**src/hdl/rmsn_ram.sv**
```systemverilog
// ----------------------------------------------------------------------------
// rmsn_ram
// generic one-write one-read memory with registered read data
// ----------------------------------------------------------------------------
`default_nettype none

module rmsn_ram #(
  parameter int unsigned WIDTH = 16,
  parameter int unsigned DEPTH = 64
) (
  input  wire logic                                    clk,
  input  wire logic                                    we,
  input  wire logic [(DEPTH > 1 ? $clog2(DEPTH) : 1)-1:0] waddr,
  input  wire logic [WIDTH-1:0]                        wdata,
  input  wire logic [(DEPTH > 1 ? $clog2(DEPTH) : 1)-1:0] raddr,
  output logic      [WIDTH-1:0]                        rdata
);

  logic [WIDTH-1:0] mem [DEPTH];

  always_ff @(posedge clk) begin
    if (we) begin
      mem[waddr] <= wdata;
    end
    rdata <= mem[raddr];
  end

endmodule

`default_nettype wire

```
**config.mk**
```make
export PLATFORM = sky130hd
export DESIGN_NAME = rmsn_ram
export DESIGN_NICKNAME = d
export VERILOG_FILES = /design/src/hdl/rmsn_ram.sv
export SDC_FILE = /design/constraint.sdc
export NUM_CORES = 1
export LEC_CHECK = 0
export ABC_AREA = 0
export BUFFER_PORTS_ARGS = -buffer_cell sky130_fd_sc_hd__buf_2
export CAP_MARGIN = 10
export CORE_MARGIN = 2
export CORE_UTILIZATION = 52
export CTS_CLUSTER_DIAMETER = 60
export CTS_CLUSTER_SIZE = 40
export DETAILED_ROUTE_END_ITERATION = 16
export PLACE_DENSITY = 0.78
export SETUP_SLACK_MARGIN = 0.2
export SLEW_MARGIN = 30
export SYNTH_ARGS = -nofsm -noshare
export SYNTH_HDL_FRONTEND = slang
export SYNTH_SLANG_ARGS = --single-unit
```
**constraint.sdc**
```tcl
create_clock -name clk -period 2.3 [get_ports clk]
set_input_delay 0.115 -clock clk [delete_from_list [all_inputs] [get_ports clk]]
set_output_delay 0.115 -clock clk [all_outputs]
set_load 0.01 [all_outputs]
```
==> run metrics <==
status=finished clean; syn nets=1859; PwrDens=773.9 nW/um^2; async set or reset register ratio after synthesis=0; Slew @ Worst Pin=0.9195 ns; Tot Pwr=34.72 mW; vias per std cell=6.322; clock root buffer=clkbuf_16; post-cts resize count=0; routability cong.=0.8786; synthesized flop and latch total=1040; Die Y-Extent=281.5 um; post-route ant nets=0; WL/cell=30.04 um; Reg clk slew, reported paths=0.13 ns; most frequent cells in the layout=edfxtp_1 (1024), mux4_2 (220), buf_4 (197); initial drt markers=3023; worst IR drop on VDD=0.5050 mV; Max Slew Vio Count=0; CTS Buffer Depth=3; commonest non-fill, non-tap cell in the layout=edfxtp_1; FMAX=478.7 MHz; Post-Layout Inst Area=44870 um^2; Top FF cell, synth=edfxtp_1; max cap viols=0; worst hold path class=in2reg; crit path capture type=flop; post-CTS setup buffer count=0; Yosys top cell area share=0.7679; Die X=281.5 um; Setup TNS=0 ns; Leakage=14.29 nW; initial antenna violation count=10; Worst Hold Slack=0.03226 ns; Arr. time, crit path=2.62 ns; via count=19717; part of the cycle the worst path needs=0.9082; Clock Skews=0.06102 ns; DP Wirelength=58500 um; DP Area=42830 um^2; # rows=101; num ports=46; Post-synth EDFFs=1024; Num Clock Sinks=1040; cell taking the most area after synthesis=edfxtp_1; crit path time final=2.089 ns; later-pin clock latency in the skew report=0.65 ns; Synth warnings=0; Core Region=76080 um^2; Max FO, Critical Path=1; fillcell total=5198; final setup vio count=0; final core utilization=0.5898; max_slew headroom=0.3870; ranking of synthesized cells by area=edfxtp_1 (77%), mux4_2 (12%), mux2i_1 (2.1%); cells after synthesis=1829; final WL=93690 um; total congestion overflow=0; htree depth=2; TritonCTS clock tree=built; first-pass GRT wire length=135900 um; startpoint types=flop; initial core utilization=0.5263; vias in the first global route=19731; Tot GR Track Use=0.2398; Setup CP Type=reg2reg; Synth Cell Area=40040 um^2; RSZ-0062 raised after global routing=no; # DRC=0; largest net degree at the start of global routing=65; Avg Cell Area, Syn=21.89 um^2; fraction of layout cells with a size suffix above 1=0.2932; worst path required time=2.83 ns; CTS buffer count=48; library cells used by synthesis=43; Die ar.=79240 um^2; area grow syn2layout=12.05%; register area share after synthesis=0.7759; fin nets=2076; DR pass1 iterations=7; Fin. Hold Viols=0; Port Buffers=45
==> report_power, final <==
part | switching, mW | total (mW) | internal (mW)
Sequential | 0.0945 | 21.0 | 20.9
Clock | 6.74 | 11.5 | 4.79
Combinational | 1.29 | 2.14 | 0.854
==> state kept, by name, indices dropped and copies added (netlist names) <==
| register | count |
|---|---|
| mem | 1024 |
| rdata | 16 |
==> worst paths after layout <==
kind	startpoint	cells past startpoint	slack (ns)	to
worst max-delay path	mem[61][15]$_DFFE_PP_	5	0.21	rdata[15]$_DFF_P_
worst min-delay path	wdata[11]	1	0.03	mem[2][11]$_DFFE_PP_
worst max register to register	mem[61][15]$_DFFE_PP_	5	0.21	rdata[15]$_DFF_P_
worst min register to register	mem[24][10]$_DFFE_PP_	4	0.92	rdata[10]$_DFF_P_
==> routing by layer <==
| metal | GRT usage | up-vias | routed length, um |
|---|---|---|---|
| met3 | 0.04906 | 181 | 10790 |
| li1 | - | 8064 | - |
| met4 | 0.07761 | 8 | 3189 |
| met5 | 0 | - | 51 |
| met1 | 0.3302 | 10273 | 34100 |
| met2 | 0.3891 | 1191 | 45560 |
==> Yosys cell counts (5+ instances only) <==
library cell / number
buf_12: 5
buf_4: 13
o21ai_0: 5
buf_2: 36
clkbuf_1: 24
nor2_1: 72
edfxtp_1: 1024
a221oi_1: 16
a211o_1: 8
a41oi_1: 5
nand4_1: 12
a21oi_1: 17
a22o_1: 6
mux2_2: 27
a211oi_1: 8
buf_6: 17
a311oi_1: 8
mux2i_1: 85
a22oi_1: 39
nor2b_1: 30
mux4_2: 220
nand3_1: 24
a31oi_1: 8
and4_1: 5
nand2_1: 59
a221o_1: 6
dfxtp_1: 16
==> metrics by stage <==
step	setup slack, ns	cells
after floorplan	0.2272	1829
after global placement	-0.1866	3021
after detailed placement	-0.2511	3021
after CTS	0.2481	3114
after global routing	0.2046	3114
final	0.2111	3119
==> cell type report <==
cell class                 instances  area, um^2  area share
antenna                            5       12.51   0.0002789
clock buffer                      50        1230     0.02741
clock inverter                    38       738.2     0.01645
multi-input combinational        685        8254      0.1840
sequential                      1040       31070      0.6925
tap                             1030        1289     0.02872
timing repair buffer             271        2275     0.05070
==> kinds of logic after synthesis <==
kind of cell | Yosys count | share of synthesized area
DFF | 1040 | 0.7759
muxes | 336 | 0.1552
buffers and inverters | 104 | 0.01831
and+or+nand+nor | 220 | 0.02647
AOI/OAI and AO/OA | 129 | 0.02409
==> critical path: stages, from the launching register on <==
cell,delay [ns]
edfxtp_1,0.38
mux4_2,0.46
mux2_2,0.28
a221oi_1,0.60
buf_4,0.21
a311oi_1,0.04
==> timing repair <==
| item | CTS | global route |
|---|---|---|
| hold endpoints to repair | 112 | 0 |
| endpoints found under the setup margin | 0 | 1 |
| hold buffers | 5 | 0 |
(Power assumes the default switching activity.)
