==> config.mk <==
export PLATFORM = sky130hd
export DESIGN_NAME = rmsn_div
export DESIGN_NICKNAME = d
export VERILOG_FILES = /design/src/hdl/rmsn_div.sv
export SDC_FILE = /design/constraint.sdc
export NUM_CORES = 1
export LEC_CHECK = 0
export ABC_AREA = 0
export BUFFER_PORTS_ARGS = -buffer_cell sky130_fd_sc_hd__buf_2
export CORE_UTILIZATION = 35
export CTS_BUF_LIST = sky130_fd_sc_hd__clkbuf_8
export DETAILED_ROUTE_END_ITERATION = 16
export PLACE_DENSITY = 0.54
export SLEW_MARGIN = 40
export SYNTH_ARGS = -nofsm -noshare
export SYNTH_HDL_FRONTEND = slang
export SYNTH_SLANG_ARGS = --single-unit
==> constraint.sdc <==
create_clock -name clk -period 5.6 [get_ports clk]
set_input_delay 1.12 -clock clk [delete_from_list [all_inputs] [get_ports clk]]
set_output_delay 1.12 -clock clk [all_outputs]
set_load 0.02 [all_outputs]
==> src/hdl/rmsn_div.sv <==
// ----------------------------------------------------------------------------
// rmsn_div
// restoring unsigned divider, one quotient bit per cycle
// ----------------------------------------------------------------------------
`default_nettype none

module rmsn_div #(
  parameter int unsigned DW = 53,
  parameter int unsigned VW = 39
) (
  input  wire logic          clk,
  input  wire logic          rst_n,
  input  wire logic          start,
  input  wire logic [DW-1:0] dividend,
  input  wire logic [VW-1:0] divisor,
  output logic               done,
  output logic      [DW-1:0] quotient
);

  localparam int unsigned CNT_W = $clog2(DW + 1);

  logic             busy_r;
  logic [CNT_W-1:0] cnt_r;
  logic [DW-1:0]    quo_r;
  logic [VW-1:0]    rem_r;
  logic [VW-1:0]    den_r;
  logic             done_r;
  logic [VW:0]      rem_sh;
  logic             fits;

  assign rem_sh = {rem_r, quo_r[DW-1]};
  assign fits   = rem_sh >= {1'b0, den_r};

  always_ff @(posedge clk) begin
    if (!rst_n) begin
      busy_r <= 1'b0;
      done_r <= 1'b0;
    end else begin
      done_r <= 1'b0;
      if (start) begin
        busy_r <= 1'b1;
        cnt_r  <= CNT_W'(DW);
        quo_r  <= dividend;
        rem_r  <= '0;
        den_r  <= divisor;
      end else if (busy_r) begin
        rem_r <= fits ? VW'(rem_sh - {1'b0, den_r}) : rem_sh[VW-1:0];
        quo_r <= {quo_r[DW-2:0], fits};
        cnt_r <= cnt_r - 1'b1;
        if (cnt_r == CNT_W'(1)) begin
          busy_r <= 1'b0;
          done_r <= 1'b1;
        end
      end
    end
  end

  assign done     = done_r;
  assign quotient = quo_r;

endmodule

`default_nettype wire

==> results.toml, run 1 <==
[outcome]
status = "complete, no violations"

[cells_and_area]
num-fill-cells = 2144
final-seq-area_mm2 = 0.00415
multi_input_area_mm2 = 0.00352
instances_no_fill = 1119
utilization_pct = 42.5
area_growth_pct = 18.0
nNetsFinal = 962
drive_gt1_share_pct = 30.1

[synthesis]
yosysTopAreaCellShare_pct = 51.7
synth_area_per_cell_um2 = 11.7
post-synth-top-area-cell = "edfxtp_1"
synthCells = 681
ys_top_cells_by_count = "edfxtp_1, nor2_1, mux2_2"
synth_cell_type_count = 69
synth_edf_count = 137
synthArstFlopShare_pct = 0
postSynthRegisterBits = 139
syn_area_mm2 = 0.00796
syn_nets = 818
yosysSeqAreaShare_pct = 52.2
synth.most_common_cell = "edfxtp_1"
synthFlopType = "edfxtp_1"
synth.area.top_cells = "edfxtp_1, mux2_2, ha_1, mux2i_1, a21oi_1"
ys_warn_count = 0

[setup_path]
cp-start-kind = "flop"
timing.rr.start = "rem_r[12]"
cp_slowest_stage_delay_ns = 0.50
cp-end-kind = "flop"
rr_endpoint = "rem_r[24]"
path_class = "reg -> reg"
startpoint = "rem_r[12]"
cp_max_fo = 22
slowest_stage = "a311oi_4"
cp.required_ns = 5.78
arrival_ns = 3.73
path_cells = "ha_1, a21oi_1, o211ai_1, a221oi_4, nand2_1, a311oi_4, or2_4, nor4_1, a311o_1"
worst-r2r-setup-slack_ns = 2.06
worstRegToRegCells = 9

[global_routing]
grt_max_degree = 59
grt_use_total_pct = 16.6
grt_pass1_wl_um = 30300
antenna_found_initial = 2
grt_overflow = 0
grt_pass1_vias = 5866

[cts]
cts_tree = "done"
h-tree-depth = 4
post_cts_buffers = 0
postCtsHoldBufs = 0
clkSinkCount = 139
root_buffer = "clkbuf_8"
cts_buffer_depth = 2
clkTransAtPathRegs_ns = 0.10
clock_latency_ns = 0.45
numCtsBuffers = 17
cts_resized = 0

[power]
p_leak_uw = 0.00389
powerDensity_mw_per_mm2 = 320
vdd_ir_drop_max_mv = 0.167

[sta]
hold_viol_final = 0
tightest_slew_ns = 0.753
fin_crit_ns = 3.54
fin_setup_tns_ns = 0
timing.fmax_ghz = 0.282
finalSetupViolCount = 0
final.period_utilization_pct = 63.3
relSlewSlack_pct = 49.8
grt_setup_unrepaired = "no"
hold_ws_ns = 0.468
skew_ns = 0.0168
maxSlewViolCount = 0

[drt]
vias = 5683
wl_um = 18900
wire_per_inst_um = 16.9
dr.pass1.iters = 6
drtIter0Drc = 247
vias_per_cell = 5.08
ant_nets = 0
drc = 0

[min_path]
hold_path_startpoint = "busy_r"
min_path_cells = 2
hold_class = "reg -> reg"
worstHoldEndpoint = "done"

[die]
die_area_mm2 = 0.0234
core_area_mm2 = 0.0221
die_w_um = 153
start_util_pct = 36.0
die_h_um = 153
row_count = 54
io_pins = 149

[place]
dp_hpwl_um = 13200
dp_cells = 1086
gp_congestion = 0.768
numPortBuffers = 148

[job]
cap_viol_max_count = 0
power by group:
group,switching [uW],leakage [uW],internal [uW],total [uW]
combinational,482,0.00235,348,830
clock,460,0.000210,416,876
sequential,41.1,0.00132,1260,1300
total,983,0.00389,2020,3010
worst max path at each step:
stage,endpoint,slack [ns],depth (start not counted)
6_report,rem_r[24],2.06,9
5_1_grt,rem_r[2],1.80,9
3_3_place_gp,rem_r[5],1.75,13
3_5_place_dp,rem_r[5],2.06,13
4_1_cts,rem_r[24],2.05,9
2_1_floorplan,cnt_r[0],1.41,2
layer usage:
layer	vias to the layer above	share of wire, %	track usage [%]
li1	2824	-	-
met1	2657	45	21.0
met2	186	45	26.4
met3	14	8.1	5.95
met4	2	1.1	5.19
met5	-	0.085	0
final cells by class:
class	count	area share, %
multi-input cells	467	37.5
flip-flops and latches	139	44.2
well taps	280	3.73
clock buffers	17	2.49
repair buffers	152	8.23
inverters	48	1.92
clock inverters	15	1.93
diodes	1	0.0266
flip-flops by register name (all words and copies together) (netlist names):
register and count:
cnt_r 6, rem_r 39, done 1, den_r 39, quotient 53, busy_r 1
worst max-delay path, delay by kind of cell, from the launching register on:
kind / cells / cell delay, ns
DFF: 1 / 0.40
and+or+nand+nor: 3 / 0.68
AOI/OAI and AO/OA: 5 / 1.79
adders and majority gates: 1 / 0.40
metrics by stage:
stage	power (uW)	worst slack (ns)	area [um2]
after floorplan	1950	1.41	7960
after global placement	2160	1.75	8960
after detailed placement	2160	2.06	8980
after CTS	3050	2.05	9390
after global routing	3180	1.80	9390
final	3010	2.06	9390
cells in the final DEF, fill, tap and decap left out, types with 4 or more instances in the layout:
cell,Yosys,routed
a211oi_1,5,5
a21o_1,16,16
a21oi_1,43,43
and3_1,6,6
buf_2,5,147
buf_4,3,5
clkbuf_8,0,17
edfxtp_1,137,137
ha_1,41,41
inv_1,48,49
inv_8,0,6
mux2_2,52,52
mux2i_1,23,23
nand2_1,41,41
nand3_1,16,16
nand3b_1,6,6
nand4_1,4,4
nor2_1,55,55
nor2b_1,8,8
nor3_1,21,21
o21a_1,8,7
o21ai_0,22,22
or3_1,6,6
xnor2_1,20,20
xor2_1,10,10
cells by family (layout without fill, tap and decap cells):
family / after synthesis / count (layout) / share of synthesized area [%]
AO/OA/AOI/OAI: 135 / 135 / 12.0
flip-flops: 139 / 139 / 52.2
multiplexers: 75 / 75 / 10.2
AND/OR/NAND/NOR: 185 / 185 / 11.7
XOR/XNOR: 30 / 30 / 3.30
buffers and inverters: 75 / 232 / 3.90
other: 0 / 1 / 0
adder cells (fa/ha/maj): 42 / 42 / 6.70
Note: power is estimated with default switching activity, not from simulation.
==> run 2, diff against run 1 <==
==> constraint.sdc (replaced) <==
create_clock -name clk -period 3.4 [get_ports clk]
set_input_delay 0.68 -clock clk [delete_from_list [all_inputs] [get_ports clk]]
set_output_delay 0.68 -clock clk [all_outputs]
set_load 0.02 [all_outputs]
==> run 2 against run 1 <==
Effect of this change: count of clock-buffer cells in the layout rose by 1; die area unchanged; register-to-register slack got worse by 1.9 ns; sequential share of layout area decreased by 0.85 points; critical path depth increased by 4; hold slack lost 0.070 ns; first-iteration DRC count rose by 21%; sequential power is 65% higher; the run now ends with DRC left; sequential cell count stayed put; largest power group unchanged; critical endpoint is now rem_r[32]; global-route usage increased by 0.24 points.
==> results.toml, run 2 (synthesis gave the netlist of run 1 again) <==
[cts]
h-tree-depth = 4
clkTransAtPathRegs_ns = 0.10
clock_latency_ns = 0.46
clkSinkCount = 139
numCtsBuffers = 17
cts_buffer_depth = 2
root_buffer = "clkbuf_8"
cts_tree = "done"
postCtsHoldBufs = 0

[die]
die_w_um = 153
die_h_um = 153
io_pins = 149
die_area_mm2 = 0.0234
row_count = 54
start_util_pct = 36.0
core_area_mm2 = 0.0221

[global_routing]
grt_max_degree = 52
grt_pass1_vias = 5946
grt_use_total_pct = 16.8
grt_overflow = 0
antenna_found_initial = 1
grt_pass1_wl_um = 30900

[place]
numPortBuffers = 148
dpl_cell_area_mm2 = 0.00911
gp_congestion = 0.805
dp_hpwl_um = 13800

[sta]
hold_viol_final = 0
fin_crit_ns = 3.24
final.period_utilization_pct = 95.2
tightest_slew_ns = 0.629
finalSetupViolCount = 0
skew_ns = 0.0262
maxSlewViolCount = 0
timing.fmax_ghz = 0.309
fin_setup_tns_ns = 0
grt_setup_unrepaired = "no"
hold_ws_ns = 0.398
relSlewSlack_pct = 58.0

[setup_path]
arrival_ns = 3.44
cp.required_ns = 3.60
worst-r2r-setup-slack_ns = 0.16
worstRegToRegCells = 13
path_class = "reg -> reg"
cp-endpoint = "rem_r[32]"
critical-path-top-delay-family = "compound AO/OA/AOI/OAI gates"
cp-start-kind = "flop"
cp_max_fo = 12
cp-end-kind = "flop"
cp_slowest_stage_delay_ns = 0.39
path_cells = "inv_1, ha_1, fa_1, nor2b_4, o31a_1, o31ai_4, a21o_4, nand4_4, a311oi_4, nor2_2, buf_12, and4_1, a311o_1"
startpoint = "quotient[52]"
timing.rr.start = "quotient[52]"
rr_endpoint = "rem_r[32]"
slowest_stage = "edfxtp_1"
cp_num_buf_inv = 2
critical_path_depth = 13

[drt]
vias_per_cell = 5.09
dr.pass1.iters = 12
vias = 5784
ant_nets = 0
drc = 3
drtIter0Drc = 298
wl_um = 19200
wire_per_inst_um = 16.9

[outcome]
status = "finished with violations"
violations = "DRC"

[power]
swShare_pct = 33.2
p_sw_uw = 1660
vdd_ir_drop_max_mv = 0.262
pwr-share-comb_pct = 28.8
p_leak_uw = 0.00399
p_seq_share_pct = 42.8
clkPwrFrac_pct = 28.4
p_int_uw = 3350
powerDensity_mw_per_mm2 = 523

[cells_and_area]
diodes = 0
final_cell_mix = "buf_2, edfxtp_1, nor2_1, mux2_2, inv_1"
drive_gt1_share_pct = 31.8
final-seq-area_mm2 = 0.00415
final_area_mm2 = 0.00958
layout_commonest_cell = "buf_2"
multi_input_area_mm2 = 0.00352
nNetsFinal = 980
num-fill-cells = 2121
area_growth_pct = 20.3
largest_register_ffs = 53

[min_path]
hold_class = "in -> reg"

[job]
cap_viol_max_count = 0
## run 2: routing by layer
layer	up-vias	part of all wire, %	global-route usage (%)
met1	2723	47	21.7
met4	0	1.1	4.33
met5	-	0	0
li1	2870	-	-
met2	175	45	26.8
met3	16	7.0	5.95
## run 2: worst min path at each step
stage	from	endpoint	slack, ns	cells after the start
after floorplan	busy_r	done	0.41	2
after global placement	busy_r	done	0.45	2
after detailed placement	busy_r	done	0.45	2
after CTS	divisor[4]	den_r[4]	0.36	1
final	divisor[4]	den_r[4]	0.40	1
after global routing	divisor[9]	den_r[9]	0.36	1
## run 2: area by class of cell
type	count	share of cell area, %
flip-flops and latches	139	43.4
inverters	48	1.88
clock inverters	14	1.79
well taps	280	3.66
repair buffers	169	9.93
clock buffers	18	2.59
multi-input cells	468	36.8
## run 2: metrics by stage
| step | instances | setup slack (ns) | util (%) | power, uW |
|---|---|---|---|---|
| 6_report | 1136 | 0.165 | 43.4 | 5010 |
| 5_1_grt | 1136 | 0.0143 | 43.4 | 5300 |
| 4_1_cts | 1131 | 0.0320 | 43.1 | 5030 |
| 3_5_place_dp | 1099 | 0.0357 | 41.2 | 3600 |
| 3_3_place_gp | 1099 | 0.157 | 41.2 | 3600 |
| 2_1_floorplan | 681 | 0.267 | - | 3210 |
## run 2: power by group through the flow
stage          Sequential [uW]  Combinational, uW  Clock (uW)
3_5_place_dp              2180               1420           0
4_1_cts                   2150               1420        1460
3_3_place_gp              2180               1420           0
5_1_grt                   2160               1600        1540
2_1_floorplan             2220                998           0
6_report                  2140               1440        1420
## run 2: timing repair
item | in CTS | in global routing
endpoints found under the hold margin | 0 | 0
endpoints found under the setup margin | 0 | 10
gates resized for setup | 0 | 2
setup buffers | 0 | 4
