### src/hdl/rmsn_pkg.sv
// ----------------------------------------------------------------------------
// rmsn_pkg
// shared types and constants of the rms normalization forward unit
// ----------------------------------------------------------------------------
`default_nettype none

package rmsn_pkg;

  // command codes of the input channel
  localparam logic CMD_WEIGHT = 1'b0;
  localparam logic CMD_SAMPLE = 1'b1;

  // configuration register indexes
  localparam logic REG_ROW_LENGTH = 1'b0;
  localparam logic REG_EPSILON    = 1'b1;

  localparam int unsigned CFG_IDX_W  = 1;
  localparam int unsigned CFG_DATA_W = 32;
  localparam int unsigned LEN_W      = 7;
  localparam int unsigned EPS_W      = 32;
  localparam int unsigned COL_W      = 6;
  localparam int unsigned GAIN_W     = 16;
  localparam int unsigned NORM_W     = 16;
  localparam int unsigned ROOT_W     = 24;

  // running sum of squares wraps at this width
  localparam int unsigned SUM_W = 38;
  // mean square plus epsilon
  localparam int unsigned V_W   = 39;
  // 2^52 / v, wide enough for v == 1
  localparam int unsigned RECIP_W = 53;

  localparam logic [LEN_W-1:0]  ROW_LENGTH_RST = 7'd64;
  localparam logic [EPS_W-1:0]  EPSILON_RST    = 32'd17;
  localparam logic [ROOT_W-1:0] ROOT_MAX       = 24'hFFFFFF;

endpackage

`default_nettype wire

### src/hdl/rmsn_isqrt.sv
// ----------------------------------------------------------------------------
// rmsn_isqrt
// digit-by-digit integer square root, one root bit per cycle
// ----------------------------------------------------------------------------
`default_nettype none

module rmsn_isqrt (
  input  wire logic                          clk,
  input  wire logic                          rst_n,
  input  wire logic                          start,
  input  wire logic [rmsn_pkg::RECIP_W-1:0]  radicand,
  output logic                               done,
  output logic      [rmsn_pkg::ROOT_W-1:0]   root
);

  localparam int unsigned XW    = rmsn_pkg::RECIP_W + 1;
  localparam int unsigned RW    = XW / 2;
  localparam int unsigned REMW  = RW + 3;
  localparam int unsigned CNT_W = $clog2(RW + 1);

  logic             busy_r;
  logic             done_r;
  logic [CNT_W-1:0] cnt_r;
  logic [XW-1:0]    x_r;
  logic [RW-1:0]    root_r;
  logic [REMW-1:0]  rem_r;
  logic [REMW-1:0]  rem_sh;
  logic [REMW-1:0]  trial;
  logic             fits;

  assign rem_sh = {rem_r[REMW-3:0], x_r[XW-1:XW-2]};
  assign trial  = REMW'({root_r, 2'b01});
  assign fits   = rem_sh >= trial;

  always_ff @(posedge clk) begin
    if (!rst_n) begin
      busy_r <= 1'b0;
      done_r <= 1'b0;
    end else begin
      done_r <= 1'b0;
      if (start) begin
        busy_r <= 1'b1;
        cnt_r  <= CNT_W'(RW);
        x_r    <= XW'(radicand);
        root_r <= '0;
        rem_r  <= '0;
      end else if (busy_r) begin
        rem_r  <= fits ? rem_sh - trial : rem_sh;
        root_r <= {root_r[RW-2:0], fits};
        x_r    <= {x_r[XW-3:0], 2'b00};
        cnt_r  <= cnt_r - 1'b1;
        if (cnt_r == CNT_W'(1)) begin
          busy_r <= 1'b0;
          done_r <= 1'b1;
        end
      end
    end
  end

  // saturate to unsigned 24 bits with 26 fraction bits
  assign done = done_r;
  assign root = (root_r > RW'(rmsn_pkg::ROOT_MAX)) ? rmsn_pkg::ROOT_MAX
                                                  : root_r[rmsn_pkg::ROOT_W-1:0];

endmodule

`default_nettype wire

### config.mk
export PLATFORM = sky130hd
export DESIGN_NAME = rmsn_isqrt
export DESIGN_NICKNAME = d
export VERILOG_FILES = /design/src/hdl/rmsn_pkg.sv /design/src/hdl/rmsn_isqrt.sv
export SDC_FILE = /design/constraint.sdc
export NUM_CORES = 1
export LEC_CHECK = 0
export BUFFER_PORTS_ARGS = -buffer_cell sky130_fd_sc_hd__buf_2
export CORE_ASPECT_RATIO = 1.1
export CORE_MARGIN = 2
export CORE_UTILIZATION = 30
export CTS_BUF_LIST = sky130_fd_sc_hd__clkbuf_4 sky130_fd_sc_hd__clkbuf_8 sky130_fd_sc_hd__clkbuf_16
export DETAILED_ROUTE_END_ITERATION = 8
export GPL_TIMING_DRIVEN = 0
export PLACE_DENSITY_LB_ADDON = 0.1
export SLEW_MARGIN = 40
export SYNTH_ARGS = -nofsm -noshare
export SYNTH_HDL_FRONTEND = slang
export SYNTH_SLANG_ARGS = --single-unit
### constraint.sdc
create_clock -name clk -period 11.25 [get_ports clk]
set_input_delay 0.5625 -clock clk [delete_from_list [all_inputs] [get_ports clk]]
set_output_delay 0.5625 -clock clk [all_outputs]
set_load 0.03 [all_outputs]
==> results of run 1 <==
-- worst paths after layout --
check,startpoint,end,slack (ps)
worst max register to register,root_r[1],rem_r[5],8290
worst min-delay path,rst_n,done,410
worst max-delay path,root_r[1],rem_r[5],8290
worst min register to register,busy_r,done,500
-- metal layers --
| metal | track usage (%) | up-vias |
|---|---|---|
| li1 | - | 2304 |
| met1 | 18.3 | 2217 |
| met2 | 24.3 | 122 |
| met3 | 4.33 | 22 |
| met4 | 5.87 | 0 |
| met5 | 0 | - |
-- area by class of cell --
type	instances	area [um^2]	area share, %
Sequential cell	116	3460	43.7
Multi-Input combinational cell	397	2770	35.0
Timing Repair Buffer	82	455	5.75
Clock buffer	17	425	5.37
Tap cell	290	363	4.58
Clock inverter	15	160	2.02
Inverter	41	154	1.94
Buffer	26	133	1.67
-- Yosys cell counts, types with 5 or more instances --
cell      instances  area, um^2
edfxtp_1        114        3420
mux2i_1           7        70.1
nor2b_1           6        37.5
nand2_1          61         229
ha_1             31         388
o21ai_0          23         115
o21a_1            5        37.5
xor2_1            7        61.3
nand3_1          11        55.1
clkbuf_1         15        56.3
a31oi_1           8        50.1
nor3_1            6        30.0
buf_2             5        25.0
xnor2_1          17         149
mux2_2           51         574
nor2_1           56         210
nand4_1           8        50.1
inv_1            40         150
a21o_1           10        75.1
a21oi_1          39         195
-- where the power goes --
group          switching [uW]  internal (uW)
combinational             183            125
clock                     232            314
sequential               13.3            521
-- flip-flops by register name, indices dropped and copies added (netlist names) --
register	cells
x_r	54
rem_r	28
cnt_r	5
root_r	27
done	1
busy_r	1
-- through the flow --
step / area (um^2) / hold WS, ps / total power (uW) / worst slack [ps]
6_report: 7920 / 409 / 1390 / 8290
5_1_grt: 7920 / 415 / 1460 / 8070
4_1_cts: 7920 / 398 / 1410 / 8250
3_5_place_dp: 7340 / 488 / 853 / 8280
3_3_place_gp: 7270 / 473 / 851 / 5750
2_1_floorplan: 6510 / 454 / 771 / 7310
-- cell families (layout without fill, tap and decap cells) --
kind of cell | count (synthesis) | count (layout) | share of synthesized area (%)
AO/OA/AOI/OAI | 118 | 118 | 12.0
adder cells (fa/ha/maj) | 31 | 31 | 5.96
XOR/XNOR | 24 | 24 | 3.23
flip-flops | 116 | 116 | 53.2
AND/OR/NAND/NOR | 166 | 166 | 11.3
multiplexers | 58 | 58 | 9.90
buffers and inverters | 67 | 181 | 4.40
==> metrics.cfg, run 1 <==
[synth]
synth_area_um2=6510
synth.net_count=667
synth-edff-count=114
seq_area_frac_synth_pct=53.2
synthCells=580
synth_top_flop_cell=edfxtp_1
syn_area_per_cell_um2=11.2
async_flop_share_pct=0
ys_ff_latch=116
ys_warn_count=0
synth.distinct_cells=52

[drt]
wl_per_cell_um=16.2
viasPerCell=4.74
drcViolationCount=0
totalWireLength_um=15900
wl_met1_um=7060
drtIter0Drc=217
wl_met3_um=916
ant_nets=0
vias=4665
wl_met2_um=7600
drt_pass1_iterations=4
dr.max_layer_used=met4

[clock_tree]
cts_sinks=116
path_clk_slew_ps=60
cts_tree=built
post_cts_buffers=0
htree_levels=4
ctsHoldBuffers=0
cts_resized=0
cts_buffers=17
clk_path_buf_depth=2
clk_latency_ps=420
root_buffer=clkbuf_16

[cells_and_area]
fillCellCount=2169
final_cell_mix=114 x edfxtp_1, 84 x buf_2, 61 x nand2_1
final_common_cell=edfxtp_1
area_growth_pct=21.8
final_cell_count_no_fill=984
post-route-util_pct=37.2
antennaDiodeCount=0
final_nets=768
drive_gt1_share_pct=27.2

[placed_design]
place_hpwl_um=11300
port_buffers=79
gp_congestion=0.852
placedCellCount=952

[floorplanning]
die_area_um2=22900
fp.coreArea_um2=21300
pin_count=81
die_y_um=158
fp.dieW_um=144
start_util_pct=30.6
rows=56

[pwr]
irDropWorstVdd_mv=0.112
p_leak_uw=0.00309
power.density_nw_per_um2=175

[critical_path]
critPathMaxFanout=10
crit_path_start_kind=flop
cp-end-kind=flop
crit_family=compound AO/OA/AOI/OAI gates
path_common_cell=o21ai_0
critPathMaxStageDelay_ps=390
critPathKind=flop to flop
path_depth=11
crit_required_ps=11400
critPathSlowestCell=a211oi_4
r2r_cells=11
path_cells=inv_1 -> ha_1 -> o21ai_0 -> a21oi_1 -> o21ai_0 -> o211ai_2 -> a211oi_4 -> nor2_4 -> buf_6 -> mux2i_1 -> nor2_1
worst-path-buf-inv=2
critical_path_arrival_ps=3110

[sta]
setup_viol=0
skew_ps=7.56
report.final.slew_viol_count=0
fmax_mhz=338
finalCritPeriodShare_pct=26.3
hold_violations=0
rsz0062_at_grt=no
tns_ps=0
period_minus_slack_ps=2960
tightest_slew_ps=803
relSlewSlack_pct=46.5

[status]
status=completed

[global_routing]
track_usage_pct=14.8
grt_overflow=0
antenna_found_initial=0
grt_max_degree=36
grt_first_pass_wirelength_um=25800
grt_pass1_vias=4930

[hold_path]
hold_class=input pin to flop
min_path_cells=2

[flow_run]
maxCapViolations=0

Note: power is estimated with default switching activity, not from simulation.
==> run 2, diff against run 1 <==
--- a/config.mk
+++ b/config.mk
@@ -5,6 +5,7 @@
 export SDC_FILE = /design/constraint.sdc
 export NUM_CORES = 1
 export LEC_CHECK = 0
+export ABC_AREA = 1
 export BUFFER_PORTS_ARGS = -buffer_cell sky130_fd_sc_hd__buf_2
 export CORE_ASPECT_RATIO = 1.1
 export CORE_MARGIN = 2
==> constraint.sdc (replaced) <==
create_clock -name clk -period 2.45 [get_ports clk]
set_input_delay 0.1225 -clock clk [delete_from_list [all_inputs] [get_ports clk]]
set_output_delay 0.1225 -clock clk [all_outputs]
set_load 0.03 [all_outputs]
==> metrics.cfg, run 2 <==
[status]
status=completed

[synth]
async_flop_share_pct=0
synth_area_um2=7280
ys_ff_latch=116
synth_top_area_cell=edfxtp_1
synth_compound_area_share_pct=2.05
synthCells=976
synth_mux_area_share_pct=0
synth-simple-area-share_pct=33.6
netlist_top_cells_count=438 x nand2_1, 146 x inv_1, 115 x nor2_1
synth.distinct_cells=32
syn_area_per_cell_um2=7.46
yosysTopAreaCellShare_pct=47.0
synthXorXnorAreaFrac_pct=1.81
synth-edff-count=114
ys_warn_count=0
synthTopCellsByArea=edfxtp_1 47%, nand2_1 23%, inv_1 7.5%
synth_top_flop_cell=edfxtp_1
synth_top_family_by_area=simple AND/OR/NAND/NOR gates
synthAdderAreaFrac_pct=5.33
seq_area_frac_synth_pct=47.6
synth.net_count=1063
synth_most_common_cell=nand2_1

[drt]
drt_pass1_iterations=5
vias=6306
drtIter0Drc=387
wl_per_cell_um=13.3
totalWireLength_um=19400
ant_nets=0
viasPerCell=4.31
drcViolationCount=0

[critical_path]
critical_path_arrival_ps=2470
critPathMaxFanout=6
reg2reg_slack_ps=150
crit_path_start_kind=flop
crit_family=compound AO/OA/AOI/OAI gates
path_common_cell=nand2_2
cp-end-kind=flop
crit_required_ps=2620
reg2reg_from=root_r[18]
critPathMaxStageDelay_ps=370
worst-path-buf-inv=3
path_cells=inv_2 -> ha_2 -> nand2_2 -> inv_1 -> a21oi_2 -> nand2_2 -> a21oi_4 -> nand3_4 -> clkbuf_16 -> o21bai_1 -> nor2_1
r2r_cells=11
rr_endpoint=rem_r[21]
critPathSlowestCell=edfxtp_1
critPathKind=flop to flop

[cells_and_area]
final_cell_count_no_fill=1463
regArea_um2=3460
stdcell_area_um2=9740
final_nets=1232
regMostFlops=x_r
area_growth_pct=33.9
largestRegisters=x_r (54), rem_r (28), root_r (27)
final_cell_mix=431 x nand2_1, 134 x inv_1, 114 x edfxtp_1
fillCellCount=2553
drive_gt1_share_pct=17.6
antennaDiodeCount=0
final_common_cell=nand2_1
multi_input_area_um2=3380
largest_reg_flops=54

[clock_tree]
root_buffer=clkbuf_16
htree_levels=4
cts_tree=built
cts_buffers=17
clk_path_buf_depth=2
cts_sinks=116
path_clk_slew_ps=60
clk_latency_ps=420

[sta]
tightest_slew_ps=634
report.final.slew_viol_count=0
holdWs_ps=16.6
setup_viol=0
period_minus_slack_ps=2300
hold_violations=0
finalCritPeriodShare_pct=93.8
relSlewSlack_pct=57.7
fmax_mhz=435
skew_ps=12.2
fin_ws_ps=153

[pwr]
p_leak_uw=0.00469
irDropWorstVdd_mv=0.466
power.density_nw_per_um2=675
p_total_uw=6580

[global_routing]
grt_first_pass_wirelength_um=31500
antenna_found_initial=0
grt_pass1_vias=6328
track_usage_pct=15.5
grt_max_degree=17
grt_overflow=0

[floorplanning]
pin_count=81
die_y_um=167
fp.coreArea_um2=23800
rows=59
die_area_um2=25500
fp.dieW_um=152
start_util_pct=30.6

[hold_path]
hp-start=radicand[50]
holdPathEnd=x_r[50]
min_path_cells=3
hold_class=input pin to flop

[placed_design]
place_area_um2=8250
place_hpwl_um=14500
gp_congestion=0.821
dp_worst_setup_slack_ps=38.5
port_buffers=79
placedCellCount=1368

[flow_run]
maxCapViolations=0

## run 2: cell count changes after synthesis, sizes merged, moves of 14 or more
cell and delta:
nand2 +384, inv +108, nand3 +14, o21ai -21, a21oi -21, nor2 +63, mux2 -51
## run 2: cell families (layout without fill, tap and decap cells)
logic type	count (synthesis)	in the layout
AND/OR/NAND/NOR	612	613
buffers and inverters	175	356
flip-flops	116	116
adder cells (fa/ha/maj)	31	31
AO/OA/AOI/OAI	27	27
XOR/XNOR	15	15
## run 2: through the flow
stage          utilization (%)  TNS [ps]
6_report                  41.0         0
5_1_grt                   41.0     -2.59
4_1_cts                   39.4         0
3_5_place_dp              34.7         0
3_3_place_gp              34.1   -159310
2_1_floorplan                -    -33270
## run 2: what timing repair did
item / CTS / global route
hold endpoints to repair: 53 / 0
setup buffers: 0 / 6
hold buffers: 53 / 0
resized for setup: 0 / 60
endpoints found under the setup margin: 0 / 28
## run 2: worst register-to-register path: stages (launching register included)
cell and delay (ps):
edfxtp_1 370, inv_2 90, ha_2 320, nand2_2 120
inv_1 60, a21oi_2 180, nand2_2 110, a21oi_4 240
nand3_4 190, clkbuf_16 210, o21bai_1 120, nor2_1 60
## run 2: metal layers
layer / up-vias / global-route usage, % / part of all wire, %
met3: 7 / 2.92 / 3.1
met1: 2832 / 19.6 / 47
li1: 3358 / - / -
met2: 109 / 27.2 / 49
met5: - / 0 / 0
met4: 0 / 4.11 / 0.94
## run 2: cell type report
| class | instances | area share, % |
|---|---|---|
| sequential | 116 | 35.5 |
| timing repair buffer | 149 | 12.2 |
| inverter | 149 | 5.79 |
| tap | 305 | 3.92 |
| buffer | 26 | 1.89 |
| clock buffer | 18 | 4.44 |
| clock inverter | 14 | 1.46 |
| multi-input combinational | 686 | 34.7 |
## run 2: how the worst max path moves through the flow
| stage | slack, ps | start | cells after the start | endpoint |
|---|---|---|---|---|
| after floorplan | -290 | start | 4 | cnt_r[0] |
| after global placement | -1470 | start | 6 | busy_r |
| after detailed placement | 40 | rem_r[10] | 13 | rem_r[26] |
| after CTS | 20 | rem_r[10] | 13 | rem_r[26] |
| after global routing | -3 | root_r[15] | 13 | rem_r[21] |
| final | 150 | root_r[18] | 11 | rem_r[21] |
## run 2: report_power, final
group          total [uW]  leakage [uW]  switching (uW)  internal, uW
registers            2440       0.00112            64.3          2370
clock network        2490      0.000274            1060          1440
logic                1640       0.00330             974           669
